`src/rtl/parked_sleep_decider_unit_macros.svh`:
```
// ---------------------------------------------------------------------------
// Parked sleep decider assertion macros
// Concurrent check wrappers; empty when built for synthesis.
// ---------------------------------------------------------------------------
`ifndef PARKED_SLEEP_DECIDER_UNIT_MACROS_SVH
`define PARKED_SLEEP_DECIDER_UNIT_MACROS_SVH

`ifndef SYNTHESIS

`define PSD_ASSERT_NOW(label, clk, rst, ante, cons) \
  label: assert property (@(posedge clk) disable iff (rst) (ante) |-> (cons)) \
    else $error("parked sleep decider check failed");

`define PSD_ASSERT_NEXT(label, clk, rst, ante, cons) \
  label: assert property (@(posedge clk) disable iff (rst) (ante) |=> (cons)) \
    else $error("parked sleep decider check failed");

`else

`define PSD_ASSERT_NOW(label, clk, rst, ante, cons)

`define PSD_ASSERT_NEXT(label, clk, rst, ante, cons)

`endif

`endif

```
`src/rtl/psd_pkg.sv`:
```
// ---------------------------------------------------------------------------
// Parked sleep decider package
// Word types, operation and decision codes, register map and bounds.
// ---------------------------------------------------------------------------
package psd_pkg;

  // operation codes
  localparam logic [3:0] OP_START    = 4'd0;
  localparam logic [3:0] OP_TICK     = 4'd1;
  localparam logic [3:0] OP_IGNITION = 4'd2;
  localparam logic [3:0] OP_PRIMARY  = 4'd3;
  localparam logic [3:0] OP_BUSY     = 4'd4;
  localparam logic [3:0] OP_BEGIN    = 4'd5;
  localparam logic [3:0] OP_DEFER    = 4'd6;
  localparam logic [3:0] OP_FINISH   = 4'd7;
  localparam logic [3:0] OP_PENDING  = 4'd8;

  // decision codes
  localparam logic [1:0] DEC_AWAKE       = 2'd0;
  localparam logic [1:0] DEC_IGN_OFF     = 2'd1;
  localparam logic [1:0] DEC_IGN_UNKNOWN = 2'd2;
  localparam logic [1:0] DEC_BOOT_PROBE  = 2'd3;

  localparam logic [2:0] WAKE_POWER_ON = 3'd0;

  // register indexes
  localparam logic [2:0] REG_AVAILABLE = 3'd0;
  localparam logic [2:0] REG_ENABLED   = 3'd1;
  localparam logic [2:0] REG_HOLD      = 3'd2;
  localparam logic [2:0] REG_WAKE      = 3'd3;
  localparam logic [2:0] REG_DELAY     = 3'd4;
  localparam logic [2:0] REG_GRACE     = 3'd5;

  localparam logic [19:0] DELAY_MIN   = 20'd5000;
  localparam logic [19:0] DELAY_MAX   = 20'd600000;
  localparam logic [19:0] DELAY_RESET = 20'd60000;
  localparam logic [19:0] GRACE_MIN   = 20'd30000;
  localparam logic [19:0] GRACE_MAX   = 20'd600000;
  localparam logic [19:0] GRACE_RESET = 20'd30000;

  typedef struct packed {
    logic        available;
    logic        enabled;
    logic        hold;
    logic [2:0]  wake_reason;
    logic [19:0] sleep_delay;
    logic [19:0] grace_period;
  } cfg_t;

  typedef struct packed {
    logic [3:0]  operation;
    logic [31:0] now_ms;
    logic        busy_req;
    logic        ign_is_on;
    logic [7:0]  ign_src_id;
    logic        probe_pending;
  } event_word_t;

  typedef struct packed {
    logic [1:0]  decision;
    logic        sleep_granted;
    logic        is_active;
    logic        ign_reported;
    logic        ignition_level;
    logic        ignition_recent;
    logic        sleep_entering;
    logic        probe_pending_flag;
    logic [7:0]  last_source;
    logic [31:0] primary_age_ms;
    logic [31:0] ignition_on_age_ms;
    logic [31:0] ignition_off_age_ms;
  } result_word_t;

endpackage

```
`src/rtl/psd_cfg.sv`:
```
// ---------------------------------------------------------------------------
// Parked sleep decider register file
// APB-style policy registers; delay and grace writes clamp to their bounds.
// ---------------------------------------------------------------------------
module psd_cfg import psd_pkg::*; (
  input  logic        clk,
  input  logic        rst,
  input  logic        psel,
  input  logic        penable,
  input  logic        pwrite,
  input  logic [4:0]  paddr,
  input  logic [31:0] pwdata,
  output logic [31:0] prdata,
  output logic        pready,
  output cfg_t        cfg
);

  logic        wr_en;
  logic [2:0]  reg_index;
  logic [19:0] wdata_low;
  logic [19:0] delay_clamped;
  logic [19:0] grace_clamped;

  assign pready    = 1'b1;
  assign wr_en     = psel && penable && pwrite;
  assign reg_index = paddr[4:2];
  assign wdata_low = pwdata[19:0];

  always_comb begin
    if (wdata_low < DELAY_MIN) begin
      delay_clamped = DELAY_MIN;
    end else if (wdata_low > DELAY_MAX) begin
      delay_clamped = DELAY_MAX;
    end else begin
      delay_clamped = wdata_low;
    end
    if (wdata_low < GRACE_MIN) begin
      grace_clamped = GRACE_MIN;
    end else if (wdata_low > GRACE_MAX) begin
      grace_clamped = GRACE_MAX;
    end else begin
      grace_clamped = wdata_low;
    end
  end

  always_ff @(posedge clk) begin
    if (rst) begin
      cfg.available    <= 1'b0;
      cfg.enabled      <= 1'b0;
      cfg.hold         <= 1'b0;
      cfg.wake_reason  <= WAKE_POWER_ON;
      cfg.sleep_delay  <= DELAY_RESET;
      cfg.grace_period <= GRACE_RESET;
    end else if (wr_en) begin
      case (reg_index)
        REG_AVAILABLE: cfg.available    <= pwdata[0];
        REG_ENABLED:   cfg.enabled      <= pwdata[0];
        REG_HOLD:      cfg.hold         <= pwdata[0];
        REG_WAKE:      cfg.wake_reason  <= pwdata[2:0];
        REG_DELAY:     cfg.sleep_delay  <= delay_clamped;
        REG_GRACE:     cfg.grace_period <= grace_clamped;
        default: ;
      endcase
    end
  end

  always_comb begin
    case (reg_index)
      REG_AVAILABLE: prdata = {31'd0, cfg.available};
      REG_ENABLED:   prdata = {31'd0, cfg.enabled};
      REG_HOLD:      prdata = {31'd0, cfg.hold};
      REG_WAKE:      prdata = {29'd0, cfg.wake_reason};
      REG_DELAY:     prdata = {12'd0, cfg.sleep_delay};
      REG_GRACE:     prdata = {12'd0, cfg.grace_period};
      default:       prdata = 32'd0;
    endcase
  end

endmodule

```
`src/rtl/parked_sleep_decider_unit.sv`:
```
// ---------------------------------------------------------------------------
// Parked sleep decider unit
// Decides stay awake or a sleep reason from timestamped vehicle events.
// ---------------------------------------------------------------------------
// Usage:
//   event channel  : event_valid / event_stall / event_word, one event a word.
//   result channel : result_valid / result_stall / result_word, one result
//                    word for every event word, in order.
//   APB port       : policy registers at byte address 4*i; pready is tied
//                    high. Write them while no event is in flight, then issue
//                    a start event.
// Timing: an event is captured in the input register at the accepting edge,
//   evaluated against the stored times and flags, and written to the result
//   register at an edge where result_stall holds no result, which raises
//   result_valid. One event per cycle is sustained while nothing stalls;
//   the state update and the 32-bit age subtract/compare path between the
//   two registers set that figure.
// Reset: all stored times read as never, flags clear, registers return to
//   their defaults (inactive, sleep delay 60000 ms, grace 30000 ms).
// Stall: while result_stall holds a result, the input register holds too
//   and event_stall rises once it is full; nothing is lost or repeated.
// ---------------------------------------------------------------------------
`include "parked_sleep_decider_unit_macros.svh"

module parked_sleep_decider_unit import psd_pkg::*; (
  input  logic         clk,
  input  logic         rst,
  input  logic         event_valid,
  output logic         event_stall,
  input  event_word_t  event_word,
  output logic         result_valid,
  input  logic         result_stall,
  output result_word_t result_word,
  input  logic         psel,
  input  logic         penable,
  input  logic         pwrite,
  input  logic [4:0]   paddr,
  input  logic [31:0]  pwdata,
  output logic [31:0]  prdata,
  output logic         pready
);

  cfg_t         cfg;
  logic         s1_valid;
  event_word_t  s1_word;
  logic         advance;
  logic         process;
  result_word_t result_next;

  logic [31:0] boot_time, awake_time, primary_time, ign_on_time, ign_off_time;
  logic [31:0] boot_time_next, awake_time_next, primary_time_next;
  logic [31:0] ign_on_time_next, ign_off_time_next;
  logic        seen_bit, level_bit, sleeping_bit, pending_bit;
  logic        seen_bit_next, level_bit_next, sleeping_bit_next, pending_bit_next;
  logic [7:0]  source_reg, source_reg_next;

  logic        is_on;
  logic        in_grace;
  logic        recent_pre;
  logic        recent_post;
  logic        idle_done;
  logic [31:0] now;
  logic [31:0] boot_elapsed, awake_elapsed, on_elapsed_pre, on_elapsed_post;
  logic [1:0]  decision;
  logic        granted;

  psd_cfg u_cfg (
    .clk     (clk),
    .rst     (rst),
    .psel    (psel),
    .penable (penable),
    .pwrite  (pwrite),
    .paddr   (paddr),
    .pwdata  (pwdata),
    .prdata  (prdata),
    .pready  (pready),
    .cfg     (cfg)
  );

  assign advance     = !result_valid || !result_stall;
  assign process     = s1_valid && advance;
  assign event_stall = s1_valid && !advance;

  // input register
  always_ff @(posedge clk) begin
    if (rst) begin
      s1_valid <= 1'b0;
    end else if (!event_stall) begin
      s1_valid <= event_valid;
    end
    if (!event_stall && event_valid) begin
      s1_word <= event_word;
    end
  end

  assign now             = s1_word.now_ms;
  assign is_on           = cfg.available && cfg.enabled && !cfg.hold;
  assign boot_elapsed    = now - boot_time;
  assign awake_elapsed   = now - awake_time;
  assign on_elapsed_pre  = now - ign_on_time;
  assign on_elapsed_post = now - ign_on_time_next;
  assign in_grace        = (cfg.wake_reason == WAKE_POWER_ON) &&
                           (boot_elapsed < {12'd0, cfg.grace_period});
  assign recent_pre      = level_bit && (ign_on_time != 32'd0) &&
                           (on_elapsed_pre <= {12'd0, cfg.sleep_delay});
  assign recent_post     = level_bit_next && (ign_on_time_next != 32'd0) &&
                           (on_elapsed_post <= {12'd0, cfg.sleep_delay});
  assign idle_done       = awake_elapsed >= {12'd0, cfg.sleep_delay};

  always_comb begin
    boot_time_next    = boot_time;
    awake_time_next   = awake_time;
    primary_time_next = primary_time;
    ign_on_time_next  = ign_on_time;
    ign_off_time_next = ign_off_time;
    seen_bit_next     = seen_bit;
    level_bit_next    = level_bit;
    source_reg_next   = source_reg;
    sleeping_bit_next = sleeping_bit;
    pending_bit_next  = pending_bit;
    decision          = DEC_AWAKE;
    granted           = 1'b0;
    case (s1_word.operation)
      OP_START: begin
        pending_bit_next  = 1'b0;
        sleeping_bit_next = 1'b0;
        boot_time_next    = now;
        awake_time_next   = now;
        primary_time_next = 32'd0;
        seen_bit_next     = 1'b0;
        level_bit_next    = 1'b0;
        source_reg_next   = 8'd0;
        ign_on_time_next  = 32'd0;
        ign_off_time_next = 32'd0;
      end
      OP_TICK: begin
        if (!sleeping_bit) begin
          if (!is_on) begin
            awake_time_next = now;
          end else if (!in_grace) begin
            if (s1_word.busy_req) begin
              awake_time_next = now;
            end else if (!recent_pre && idle_done) begin
              decision = seen_bit ? DEC_IGN_OFF : DEC_IGN_UNKNOWN;
            end
          end
        end
      end
      OP_IGNITION: begin
        seen_bit_next   = 1'b1;
        level_bit_next  = s1_word.ign_is_on;
        source_reg_next = s1_word.ign_src_id;
        if (s1_word.ign_is_on) begin
          ign_on_time_next = now;
          awake_time_next  = now;
        end else begin
          ign_off_time_next = now;
        end
      end
      OP_PRIMARY: primary_time_next = now;
      OP_BUSY:    awake_time_next = now;
      OP_BEGIN: begin
        granted           = !sleeping_bit;
        sleeping_bit_next = 1'b1;
      end
      OP_DEFER: begin
        awake_time_next   = now;
        sleeping_bit_next = 1'b0;
      end
      OP_FINISH: begin
        pending_bit_next = 1'b0;
        if (is_on && !recent_pre && !in_grace) begin
          decision = DEC_BOOT_PROBE;
        end
      end
      OP_PENDING: pending_bit_next = s1_word.probe_pending;
      default: ;
    endcase

    result_next.decision            = decision;
    result_next.sleep_granted       = granted;
    result_next.is_active           = is_on;
    result_next.ign_reported        = seen_bit_next;
    result_next.ignition_level      = level_bit_next;
    result_next.ignition_recent     = recent_post;
    result_next.sleep_entering      = sleeping_bit_next;
    result_next.probe_pending_flag  = pending_bit_next;
    result_next.last_source         = source_reg_next;
    result_next.primary_age_ms      = (primary_time_next == 32'd0) ? 32'd0 :
                                      now - primary_time_next;
    result_next.ignition_on_age_ms  = (ign_on_time_next == 32'd0) ? 32'd0 :
                                      on_elapsed_post;
    result_next.ignition_off_age_ms = (ign_off_time_next == 32'd0) ? 32'd0 :
                                      now - ign_off_time_next;
  end

  // stored state and result register
  always_ff @(posedge clk) begin
    if (rst) begin
      boot_time    <= 32'd0;
      awake_time   <= 32'd0;
      primary_time <= 32'd0;
      ign_on_time  <= 32'd0;
      ign_off_time <= 32'd0;
      seen_bit     <= 1'b0;
      level_bit    <= 1'b0;
      source_reg   <= 8'd0;
      sleeping_bit <= 1'b0;
      pending_bit  <= 1'b0;
      result_valid <= 1'b0;
    end else begin
      if (process) begin
        boot_time    <= boot_time_next;
        awake_time   <= awake_time_next;
        primary_time <= primary_time_next;
        ign_on_time  <= ign_on_time_next;
        ign_off_time <= ign_off_time_next;
        seen_bit     <= seen_bit_next;
        level_bit    <= level_bit_next;
        source_reg   <= source_reg_next;
        sleeping_bit <= sleeping_bit_next;
        pending_bit  <= pending_bit_next;
      end
      if (advance) begin
        result_valid <= s1_valid;
      end
    end
    if (process) begin
      result_word <= result_next;
    end
  end

  `PSD_ASSERT_NEXT(a_process_fills_result, clk, rst, process, result_valid)
  `PSD_ASSERT_NOW(a_stall_only_when_full, clk, rst, event_stall, s1_valid)
  `PSD_ASSERT_NOW(a_sleep_needs_active, clk, rst,
                  result_valid && (result_word.decision != DEC_AWAKE),
                  result_word.is_active)
  `PSD_ASSERT_NOW(a_grant_sets_flag, clk, rst,
                  result_valid && result_word.sleep_granted,
                  result_word.sleep_entering)

endmodule
```
`config.mk`:
```
export PLATFORM = sky130hd
export DESIGN_NAME = parked_sleep_decider_unit
export DESIGN_NICKNAME = d
export VERILOG_FILES = /design/src/rtl/psd_pkg.sv /design/src/rtl/psd_cfg.sv /design/src/rtl/parked_sleep_decider_unit.sv
export VERILOG_INCLUDE_DIRS = /design/src /design/src/rtl
export SDC_FILE = /design/constraint.sdc
export NUM_CORES = 1
export LEC_CHECK = 0
export BUFFER_PORTS_ARGS = -buffer_cell sky130_fd_sc_hd__buf_4
export CAP_MARGIN = 0
export CORE_MARGIN = 5
export CORE_UTILIZATION = 30
export DETAILED_ROUTE_END_ITERATION = 10
export GPL_ROUTABILITY_DRIVEN = 0
export GPL_TIMING_DRIVEN = 1
export PLACE_DENSITY_LB_ADDON = 0.1
export REMOVE_ABC_BUFFERS = 1
export SETUP_SLACK_MARGIN = 0.05
export SYNTH_ARGS = -nofsm -noshare
export SYNTH_HDL_FRONTEND = slang
export SYNTH_SLANG_ARGS = --single-unit
```
`constraint.sdc`:
```
create_clock -name clk -period 6.2 [get_ports clk]
set_clock_uncertainty 0.2 [all_clocks]
set_input_delay 1.86 -clock clk [delete_from_list [all_inputs] [get_ports clk]]
set_output_delay 1.86 -clock clk [all_outputs]
set_load 0.01 [all_outputs]
```
==> run metrics, run 1 <==
Port Buffer Count=~210; standby leakage power=12.6 nW; CTS root buffer=clkbuf_16; number of fillers in the final layout=around 9000; number of routed nets with antenna violations=0; switching power as a share of total power=31.3%; htree depth=2; EDFF count, synth=160; cell area power density=256 nW/um2; internal cell power=0.00570 W; number of failing hold endpoints at the final stage=0; GR Overflow Total=0; post-synth design cell area=approximately 27000 um2; count of yosys warnings during synthesis=0; number of flip-flops under the largest register name=between 100 and 150; buffers plus inverters on the worst setup path=2; cell type with the highest occurrence count on the critical path=a21oi_1; Cell Chain, Critical Path=inv_1, fa_1, nor2b_1, o31a_1, o21ba_2, or2_2, nand3_1, nand2_1, a21o_1, a21oi_1, xnor2_1, ha_1, nand4_1, nor4_2, nand3_1, o21ai_0, a21oi_1, or4b_2, a2111oi_2, o2111ai_1, nor4_2, buf_4, a211o_1, a21oi_1; Slowest cell on crit path=or4b_2; clock tree from TritonCTS=yes; type of element launching the critical path=flop; routed length per placed instance=between 20 and 25 um; number of sinks handled by clock tree synthesis=between 300 and 400; number of buffers inserted by hold repair at cts=0; placed instance area=30500 um2; gr usage total=19.5%; Die Width=308 um; router iterations before antenna repair=8; Layout Nets=3757; Synth Instances=3108; max-cap viol count=0; flip-flop cell with the highest count after synthesis=dfxtp_1; Tightest Pin Transition=1.16 ns; antenna violations before repair=2; core box area=just under 90000 um2; highest-count cells in the layout ignoring fill and taps=358 x buf_4, 336 x nor2_1, 265 x ha_1; number of standard-cell rows in the floorplan=109; pin count of the biggest net entering global routing=123; proportion of synthesized flip-flops having asynchronous set or reset=0%; average instance area after synthesis=8.59 um2; wirelength, routed=between 90000 and 100000 um; most common cell after layout, fill and taps aside=buf_4; CP delay by family, top=simple AND/OR/NAND/NOR gates; worst hold margin=about 0.26 ns; total of flip-flops plus latches after synthesis=between 300 and 400; capturing element type of the critical path=flop; Final TNS setup=0 ns; fmax=around 170 MHz; Data required, critical path=roughly 6.4 ns; proportion of synthesized chip area in sequential cells=34.5%; count of non-filler cells in the finished layout=4601; relative contribution of sequential cells to total power=35.1%; Die Area=around 95000 um2; part of the power in the clock network=between 30 and 40%; net switching power figure=0.00260 W; Via Count=24600; maximum root-to-sink buffer count=3; number of cells in the design after placement=4507; post-route cell area=roughly 32000 um2; Final Max Slew Viols=0; Boundary Pins=239; fraction of layout cells with a size suffix above 1=14.6%; Tcrit/Tclk final=95.3%; Crit Path Category=flop to flop; worst hold-check path type=flop to flop; arrival time worst endpoint=6.07 ns; CTS Buf Count=48; starting density of the core=a little under a third; combinational share of power=26.9%; first-pass GRT wire length=approximately 150000 um; crit path max fanout=3; result of the run=finished clean; Relative slew margins=22.9%; RSZ-0062 raised after global routing=false; worst vdd ir=0.199 mV; setup violation total in the final timing report=0; dpl hpwl=74900 um; worst skew pair latency=~0.62 ns; Die Height=308 um; total power of the final layout=0.00829 W; vias per inst=5.35; clock transition at the register clock pins on the worst setup and hold paths after CTS=0.06 ns; distinct cell type count after synthesis=87; vias in the first global route=between 20000 and 25000; top flop regs=result_word (113), u_cfg.cfg (46); biggest cell delay along the critical path=0.64 ns; area growth from synthesis to layout=21.1%; post-layout min period=5.91 ns; detailed-route DRC error count=0; top register by number of flip-flops=result_word; iteration-0 DRC count of the detailed router=1536
-- final cells by class --
cell class / instances / area (um2) / share of cell area, %
multi-input combinational: 2419 / 16300 / 50.5
sequential: 380 / 9210 / 28.5
timing repair buffer: 368 / 2880 / 8.90
tap: 1165 / 1460 / 4.51
clock buffer: 68 / 1420 / 4.38
inverter: 178 / 676 / 2.09
clock inverter: 22 / 370 / 1.14
antenna: 1 / 2.50 / 0.00774
-- routing by layer --
layer | wire (um) | track usage, % | vias to the layer above | share of wire [%]
li1 | - | - | 12000 | -
met1 | 45100 | 27.1 | 11800 | 47
met2 | 44200 | 32.4 | 643 | 46
met3 | 4200 | 2.10 | 121 | 4.4
met4 | 2970 | 5.63 | 0 | 3.1
met5 | 0 | 0 | - | 0
-- power by group through the flow --
stage	logic [W]	registers [W]	clock network (W)
2_1_floorplan	0.00140	0.00298	0
3_3_place_gp	0.00219	0.00297	0
3_5_place_dp	0.00222	0.00297	0
4_1_cts	0.00223	0.00292	0.00324
5_1_grt	0.00249	0.00293	0.00333
6_report	0.00223	0.00291	0.00315
-- synthesized netlist by cell type (11+ instances only) --
library cell | n | area (um2)
nor2b_1 | 55 | 344
and2_1 | 16 | 100
or3_1 | 13 | 81.3
a22oi_1 | 110 | 826
nor3_1 | 55 | 275
nor2_1 | 338 | 1270
xor2_1 | 54 | 473
o31ai_1 | 11 | 82.6
o31a_1 | 14 | 123
o21a_1 | 30 | 225
a31oi_1 | 19 | 119
edfxtp_1 | 160 | 4800
nand3_1 | 74 | 370
o21ai_1 | 12 | 60.1
nand2_1 | 245 | 920
clkbuf_1 | 110 | 413
a21o_1 | 82 | 616
xnor2_1 | 84 | 736
ha_1 | 265 | 3320
buf_4 | 16 | 120
o21bai_1 | 18 | 135
inv_1 | 178 | 668
a21oi_1 | 253 | 1270
mux2i_1 | 49 | 490
nand4_1 | 45 | 282
o22ai_1 | 14 | 87.6
nand2b_1 | 44 | 275
o211ai_1 | 23 | 173
a211oi_1 | 131 | 983
nor4_1 | 32 | 200
or2_2 | 14 | 87.6
o21ai_0 | 115 | 576
dfxtp_1 | 220 | 4400
and3_1 | 29 | 181
a22o_1 | 18 | 158
-- timing repair --
item / CTS / global route
resized for setup: 0 / 16
setup endpoints to repair: 0 / 40
setup buffers: 0 / 3
-- final timing paths --
kind,end,cells after the start,slack (ns),start
hold reg to reg,boot_time[29]$_SDFFE_PP0P_,2,0.26,boot_time[29]$_SDFFE_PP0P_
setup reg to reg,result_word[112]$_DFFE_PP_,24,0.29,now[1]$_DFFE_PP_
setup / recovery,result_word[112]$_DFFE_PP_,24,0.29,now[1]$_DFFE_PP_
hold / removal,boot_time[29]$_SDFFE_PP0P_,2,0.26,boot_time[29]$_SDFFE_PP0P_
-- cell families (layout without fill, tap and decap cells) --
| group | after synthesis | after routing | share of synthesized area [%] |
|---|---|---|---|
| AOI/OAI and AO/OA | 944 | 944 | 23.5 |
| xor gates and xnor gates | 138 | 138 | 4.53 |
| adders and majority gates | 271 | 271 | 12.9 |
| buffers and inverters | 320 | 636 | 4.84 |
| DFF | 380 | 380 | 34.5 |
| muxes | 52 | 52 | 1.96 |
| other | 2 | 14 | 0.0281 |
| and+or+nand+nor | 1001 | 1001 | 17.7 |
-- tightest hold or removal path, stage by stage (launching register included) --
cell and delay, ns:
dfxtp_1 0.30, nand2_1 0.05, a21oi_1 0.05
-- per-stage QoR --
step,setup WS [ns],util [%]
final,0.293,36.6
after global placement,0.0511,34.5
after detailed placement,0.109,34.5
after floorplan,-3.96,-
after global routing,0.0382,36.6
after CTS,0.0699,36.5
No activity file was read; power rests on OpenSTA's default activity.
==> run 2, diff against run 1 <==
- SYNTH_HIERARCHICAL: default -> 1
==> run 2 against run 1 <==
  * Clock power decreased by 3%
  * Utilization shrank 0.62 points
  * Area after synthesis increased by 1.3%
  * Worst hold slack lost 0.0013 ns
  * Clock-buffer cell count down 3
  * Critical path depth down 4
  * Largest power group unchanged
==> run metrics, run 2 <==
r2r worst-path depth=20 (was 24); standby leakage power=12.6 nW (about the same); cell area power density=251 nW/um2 (was 256 nW/um2); worst vdd ir=0.176 mV (was 0.199 mV); starting density of the core=30.1% (was 30.2%); setup violation total in the final timing report=0 (unchanged); Tightest Pin Transition=1.15 ns (was 1.16 ns); router iterations before antenna repair=5 (was 8); Final TNS setup=0 ns (unchanged); Tcrit/Tclk final=95.1% (was 95.3%); top cells by count, synth=293 x nor2_1, 265 x ha_1, 261 x a21oi_1, 247 x nand2_1, 220 x dfxtp_1 (was 338 x nor2_1, 265 x ha_1, 253 x a21oi_1, 245 x nand2_1, 220 x dfxtp_1); first-pass GRT wire length=144000 um (was 146000 um); vias per inst=5.35 (about the same); top flop regs=result_word (113), u_cfg/cfg (46) (was result_word (113), u_cfg.cfg (46)); Yosys top cell area share=17.8% (was 18.0%); clock tree from TritonCTS=yes (unchanged); final antenna diode count=0 (was 1); worst hold margin=0.254 ns (was 0.256 ns); total power of the final layout=0.00810 W (was 0.00829 W); part of the power in the clock network=37.5% (was 37.9%); flip-flop cell with the highest count after synthesis=dfxtp_1 (unchanged); GR Overflow Total=0 (unchanged); Crit Path Category=flop to flop (unchanged); cell accounting for the most synthesized area=edfxtp_1 (unchanged); number of standard-cell rows in the floorplan=110 (was 109); number of failing hold endpoints at the final stage=0 (unchanged); Layout Nets=3744 (was 3757); combinational share of power=26.7% (was 26.9%); Boundary Pins=239 (unchanged); antenna violations before repair=4 (was 2); post-layout min period=5.90 ns (was 5.91 ns); Via Count=24600 (about the same); core box area=89700 um2 (was 88400 um2); arrival time worst endpoint=6.05 ns (was 6.07 ns); worst hold path depth=2 (unchanged); clock transition at the register clock pins on the worst setup and hold paths after CTS=0.06 ns (about the same); Synth Instances=3135 (was 3108); CTS root buffer=clkbuf_16 (unchanged); capturing element type of the critical path=flop (unchanged); worst hold-check path type=flop to flop (unchanged); relative contribution of sequential cells to total power=35.8% (was 35.1%); number of flip-flops under the largest register name=113 (unchanged); routed length per placed instance=20.8 um (was 21.0 um); internal cell power=0.00553 W (was 0.00570 W); iteration-0 DRC count of the detailed router=1806 (was 1536); count of yosys warnings during synthesis=6 (was 0); average instance area after synthesis=8.63 um2 (was 8.59 um2); CTS Buf Count=51 (was 48); switching power as a share of total power=31.7% (was 31.3%); EDFF count, synth=160 (unchanged); fmax=170 MHz (was 169 MHz); result of the run=finished clean (unchanged); Die Area=96300 um2 (was 95100 um2); RSZ-0062 raised after global routing=true (was false); Port Buffer Count=211 (unchanged); wirelength, routed=95700 um (was 96500 um); detailed-route DRC error count=0 (unchanged); proportion of synthesized chip area in sequential cells=34.0% (was 34.5%); placed instance area=30500 um2 (about the same); maximum root-to-sink buffer count=3 (unchanged); number of routed nets with antenna violations=0 (unchanged); number of cells in the design after placement=4505 (was 4507); crit path max fanout=10 (was 3); net switching power figure=0.00257 W (was 0.00260 W); number of sinks handled by clock tree synthesis=380 (unchanged); area growth from synthesis to layout=19.3% (was 21.1%); distinct cell type count after synthesis=89 (was 87); most numerous cell in the Yosys netlist=nor2_1 (unchanged); dpl hpwl=72200 um (was 74900 um); most common cell after layout, fill and taps aside=buf_4 (unchanged); post-route cell area=32300 um2 (about the same); pin count of the biggest net entering global routing=206 (was 123); total of flip-flops plus latches after synthesis=380 (unchanged); post-synth design cell area=27100 um2 (was 26700 um2); vias in the first global route=24000 (was 24300); worst skew pair latency=0.61 ns (was 0.62 ns); gr usage total=19.2% (was 19.5%); Die Height=310 um (was 308 um); highest-count cells in the layout ignoring fill and taps=320 x buf_4, 290 x nor2_1, 265 x ha_1 (was 358 x buf_4, 336 x nor2_1, 265 x ha_1); main area contributors after synthesis=edfxtp_1 18%, dfxtp_1 16%, ha_1 12%, a21oi_1 4.8%, nor2_1 4.1% (was edfxtp_1 18%, dfxtp_1 16%, ha_1 12%, nor2_1 4.8%, a21oi_1 4.7%); Data required, critical path=6.35 ns (was 6.36 ns); htree depth=2 (unchanged); type of element launching the critical path=flop (unchanged); proportion of synthesized flip-flops having asynchronous set or reset=0% (unchanged); Relative slew margins=23.2% (was 22.9%); top register by number of flip-flops=result_word (unchanged); fraction of layout cells with a size suffix above 1=13.3% (was 14.6%); Final Max Slew Viols=0 (unchanged); max-cap viol count=0 (unchanged); Die Width=310 um (was 308 um); count of non-filler cells in the finished layout=4601 (unchanged)
## run 2: cell families (layout without fill, tap and decap cells)
family / count (synthesis) / in the layout / synth area share (%)
DFF: 380 / 380 / 34.0
other: 2 / 13 / 0.0278
adders and majority gates: 271 / 271 / 12.7
AOI/OAI and AO/OA: 935 / 935 / 23.2
buffers and inverters: 337 / 616 / 5.02
xor gates and xnor gates: 142 / 142 / 4.60
and+or+nand+nor: 1012 / 1012 / 18.2
muxes: 56 / 56 / 2.14
## run 2: worst paths after layout
path / from / endpoint / slack (ns)
worst max-delay path: s1_word[43]$_DFFE_PP_ / result_word[29]$_SDFFCE_PN0P_ / 0.30
worst min-delay path: boot_time[22]$_SDFFE_PP0P_ / boot_time[22]$_SDFFE_PP0P_ / 0.25
worst max register to register: s1_word[43]$_DFFE_PP_ / result_word[29]$_SDFFCE_PN0P_ / 0.30
worst min register to register: boot_time[22]$_SDFFE_PP0P_ / boot_time[22]$_SDFFE_PP0P_ / 0.25
## run 2: repair_timing
item                       4_1_cts  5_1_grt
setup endpoints to repair        1       19
pin swaps                        0        2
hold buffers                     0        0
resized for setup                4       13
buffers inserted                 0        0
## run 2: cell type report
| type | instances | area (um2) |
|---|---|---|
| Clock buffer | 65 | 1370 |
| Clock inverter | 31 | 347 |
| Fill cell | 9254 | 57400 |
| Inverter | 194 | 736 |
| Multi-Input combinational cell | 2429 | 16600 |
| Sequential cell | 380 | 9210 |
| Tap cell | 1176 | 1470 |
| Timing Repair Buffer | 326 | 2510 |
## run 2: per-stage QoR
| stage | setup slack (ns) | util, % |
|---|---|---|
| floorplan | -3.96 | - |
| global placement | -0.0229 | 34.0 |
| detailed placement | -0.150 | 34.0 |
| CTS | 0.0823 | 35.9 |
| global route | 0.00441 | 36.0 |
| finish | 0.301 | 36.0 |
## run 2: routing by layer
metal | GRT usage (%) | routed length [um]
met5 | 0 | 20
met4 | 5.60 | 2900
met1 | 26.2 | 43900
met2 | 31.6 | 43700
met3 | 3.16 | 5180
## run 2: power groups by stage
stage / combinational [W] / sequential (W) / clock [W]
floorplan: 0.00140 / 0.00297 / 0
global placement: 0.00212 / 0.00295 / 0
detailed placement: 0.00215 / 0.00295 / 0
CTS: 0.00216 / 0.00290 / 0.00314
global route: 0.00241 / 0.00291 / 0.00324
finish: 0.00216 / 0.00290 / 0.00304
## run 2: worst max-delay path, cell delays in order, from the launching register on
cell and delay (ns):
edfxtp_1 0.40, nor3_2 0.24, and3_1 0.24, buf_12 0.13
buf_4 0.15, buf_4 0.22, nand2b_1 0.43, a22oi_1 0.22
ha_1 0.43, a21o_1 0.21, a21o_1 0.17, a21oi_1 0.23
nand2_1 0.09, a221oi_1 0.31, nor4bb_1 0.42, buf_4 0.20
o31ai_1 0.09, o211ai_1 0.35, a21oi_1 0.18, nor4b_1 0.17
or4_1 0.53
==> run 3, diff against run 2 <==
- CORE_UTILIZATION: 30 -> 39
- clock period: 6.2 -> 7.1 ns (I/O delays scaled with it)
==> run 3 against run 2 <==
  * Setup slack improved by 0.24 ns
  * Die area decreased by 22%
  * Total power fell by 16%
  * Fmax shrank 10%
  * Global-route usage is 3.2 points higher
  * Combinational power fell by 16%
  * Worst hold slack improved by 0.0015 ns
  * Sequential share of layout area grew 0.93 points
  * First-iteration DRC count grew 6.8%
  * Critical path depth rose by 4
  * Via count fell by 1.3%
==> run metrics, run 3 (synthesis results as in run 2) <==
Tightest Pin Transition=1.12 ns (was 1.15 ns); Tcrit/Tclk final=92.4% (was 95.1%); Post-Place Setup Slack=0.646 ns (was -0.150 ns); number of sinks handled by clock tree synthesis=380 (unchanged); fmax=152 MHz (was 170 MHz); fraction of layout cells with a size suffix above 1=11.2% (was 13.3%); biggest cell delay along the critical path=0.49 ns (was 0.53 ns); worst skew pair latency=0.62 ns (was 0.61 ns); pin count of the biggest net entering global routing=211 (was 206); register area=9210 um2 (unchanged); post-cts repair resize count=0 (was 4); result of the run=finished clean (unchanged); clock tree from TritonCTS=yes (unchanged); global routing met2 resource utilization=36.4% (was 31.6%); highest-utilization routing layer at the global route stage=met2 (unchanged); post-layout min period=6.56 ns (was 5.90 ns); worst vdd ir=0.126 mV (was 0.176 mV); htree depth=2 (unchanged); wirelength, routed=88200 um (was 95700 um); antenna violations before repair=5 (was 4); arrival time worst endpoint=6.71 ns (was 6.05 ns); Slowest cell on crit path=edfxtp_1 (was or4_1); Boundary Pins=239 (unchanged); router iterations before antenna repair=6 (was 5); iteration-0 DRC count of the detailed router=1929 (was 1806); Relative slew margins=25.5% (was 23.2%); detailed-route DRC error count=0 (unchanged); top register by number of flip-flops=result_word (unchanged); worst hold-check path type=flop to flop (unchanged); dpl hpwl=65100 um (was 72200 um); Via Count=24300 (was 24600); smallest setup slack after layout=0.539 ns (was 0.301 ns); gr usage total=22.5% (was 19.2%); Port Buffer Count=211 (unchanged); Cell Chain, Critical Path=nor3_1, buf_4, nand2_1, buf_4, a22oi_1, ha_1, o21a_1, o21ai_0, nand2b_1, a311oi_1, nor2_1, a21o_1, a21oi_1, xnor2_1, ha_1, a21o_1, a21oi_1, o21ai_0, a31oi_1, o21a_1, o211ai_1, nor4b_1, nand4_1, a2111oi_0 (was nor3_2, and3_1, buf_12, buf_4, buf_4, nand2b_1, a22oi_1, ha_1, a21o_1, a21o_1, a21oi_1, nand2_1, a221oi_1, nor4bb_1, buf_4, o31ai_1, o211ai_1, a21oi_1, nor4b_1, or4_1); Crit Path Category=flop to flop (unchanged); setup violation total in the final timing report=0 (unchanged); CTS root buffer=clkbuf_16 (unchanged); multi-input combinational cell area=16600 um2 (about the same); starting density of the core=39.4% (was 30.1%); CP delay by family, top=compound AO/OA/AOI/OAI gates (was simple AND/OR/NAND/NOR gates); Layout Nets=3681 (was 3744); core box area=68700 um2 (was 89700 um2); cell area power density=217 nW/um2 (was 251 nW/um2); worst hold path depth=2 (unchanged); Die Width=273 um (was 310 um); Die Area=74700 um2 (was 96300 um2); vias in the first global route=23200 (was 24000); setup slack, reg-to-reg=0.54 ns (was 0.30 ns); total power of the final layout=0.00680 W (was 0.00810 W); number of failing hold endpoints at the final stage=0 (unchanged); met1 global-route usage=30.7% (was 26.2%); number of flip-flops under the largest register name=113 (unchanged); first-pass GRT wire length=134000 um (was 144000 um); maximum root-to-sink buffer count=3 (unchanged); type of element launching the critical path=flop (unchanged); clock transition at the register clock pins on the worst setup and hold paths after CTS=0.06 ns (about the same); area growth from synthesis to layout=15.6% (was 19.3%); routed length per placed instance=20.5 um (was 20.8 um); CTS Buf Count=48 (was 51); cell depth of the worst setup path=24 (was 20); number of routed nets with antenna violations=0 (unchanged); number of cells in the design after placement=4200 (was 4505); max-cap viol count=0 (unchanged); number of buffers inserted by hold repair at cts=0 (unchanged); number of fillers in the final layout=6792 (was 9254); Data required, critical path=7.25 ns (was 6.35 ns); standby leakage power=12.3 nW (was 12.6 nW); top flop regs=result_word (113), u_cfg/cfg (46) (unchanged); number of setup buffers added after CTS=0 (unchanged); Die Height=273 um (was 310 um); RSZ-0062 raised after global routing=false (was true); highest-count cells in the layout ignoring fill and taps=290 x nor2_1, 265 x ha_1, 263 x buf_4 (was 320 x buf_4, 290 x nor2_1, 265 x ha_1); buffers plus inverters on the worst setup path=2 (was 4); count of non-filler cells in the finished layout=4293 (was 4601); most common cell after layout, fill and taps aside=nor2_1 (was buf_4); vias per inst=5.66 (was 5.35); number of standard-cell rows in the floorplan=96 (was 110); global routing met3 resource utilization=3.58% (was 3.16%); crit path max fanout=31 (was 10); capturing element type of the critical path=flop (unchanged); GR Overflow Total=0 (unchanged); r2r worst-path depth=24 (was 20); Final Max Slew Viols=0 (unchanged)
==> run 3: changes by cell type in the layout (fill, tap and decap cells not counted), moves of 3 or more <==
cell / change
buf_12: -3
buf_4: -57
bufinv_16: -4
clkbuf_1: +3
clkbuf_16: -3
clkbuf_8: +4
clkinv_1: -4
diode_2: +3
nor4_1: +4
nor4_2: -4
==> run 3: worst reg2reg max path, delay by kind of cell, from the launching register on <==
| family | cells | cell delay (ns) |
|---|---|---|
| flops | 1 | 0.49 |
| buf+inv | 2 | 0.64 |
| compound gates | 13 | 2.76 |
| fa+ha+maj | 2 | 0.62 |
| simple gates | 6 | 1.45 |
| xor+xnor | 1 | 0.17 |
==> run 3: per-layer routing <==
metal,share of wire (%),vias up
li1,-,11800
met3,5.7,146
met1,45,11700
met2,46,664
met5,0.015,-
met4,3.6,2
==> run 3: stage by stage <==
step	area, um2	TNS (ns)	util [%]	hold WS [ns]
final	31300	0	45.5	0.256
after global routing	31300	0	45.5	0.273
after CTS	31300	0	45.5	0.258
after detailed placement	29700	0	43.2	0.250
after global placement	29700	0	43.2	0.242
after floorplan	26500	-322.18	-	0.230
==> run 3: worst paths after layout <==
path | start | endpoint
max | s1_word[43]$_DFFE_PP_ | result_word[106]$_DFFE_PP_
min | source_reg[5]$_SDFFE_PP0P_ | source_reg[5]$_SDFFE_PP0P_
max reg2reg | s1_word[43]$_DFFE_PP_ | result_word[106]$_DFFE_PP_
min reg2reg | source_reg[5]$_SDFFE_PP0P_ | source_reg[5]$_SDFFE_PP0P_
==> run 3: layout make-up <==
class	instances	area share [%]
clock buffer	69	4.35
tap	931	3.72
clock inverter	21	0.684
sequential	380	29.4
antenna	3	0.0240
inverter	194	2.35
multi-input combinational	2429	52.9
timing repair buffer	266	6.48
==> run 3: where the power goes <==
part	internal (W)	total (W)	switching (W)
clock	0.00142	0.00245	0.00103
combinational	0.000765	0.00181	0.00104
sequential	0.00244	0.00254	0.0000935
total	0.00463	0.00680	0.00217
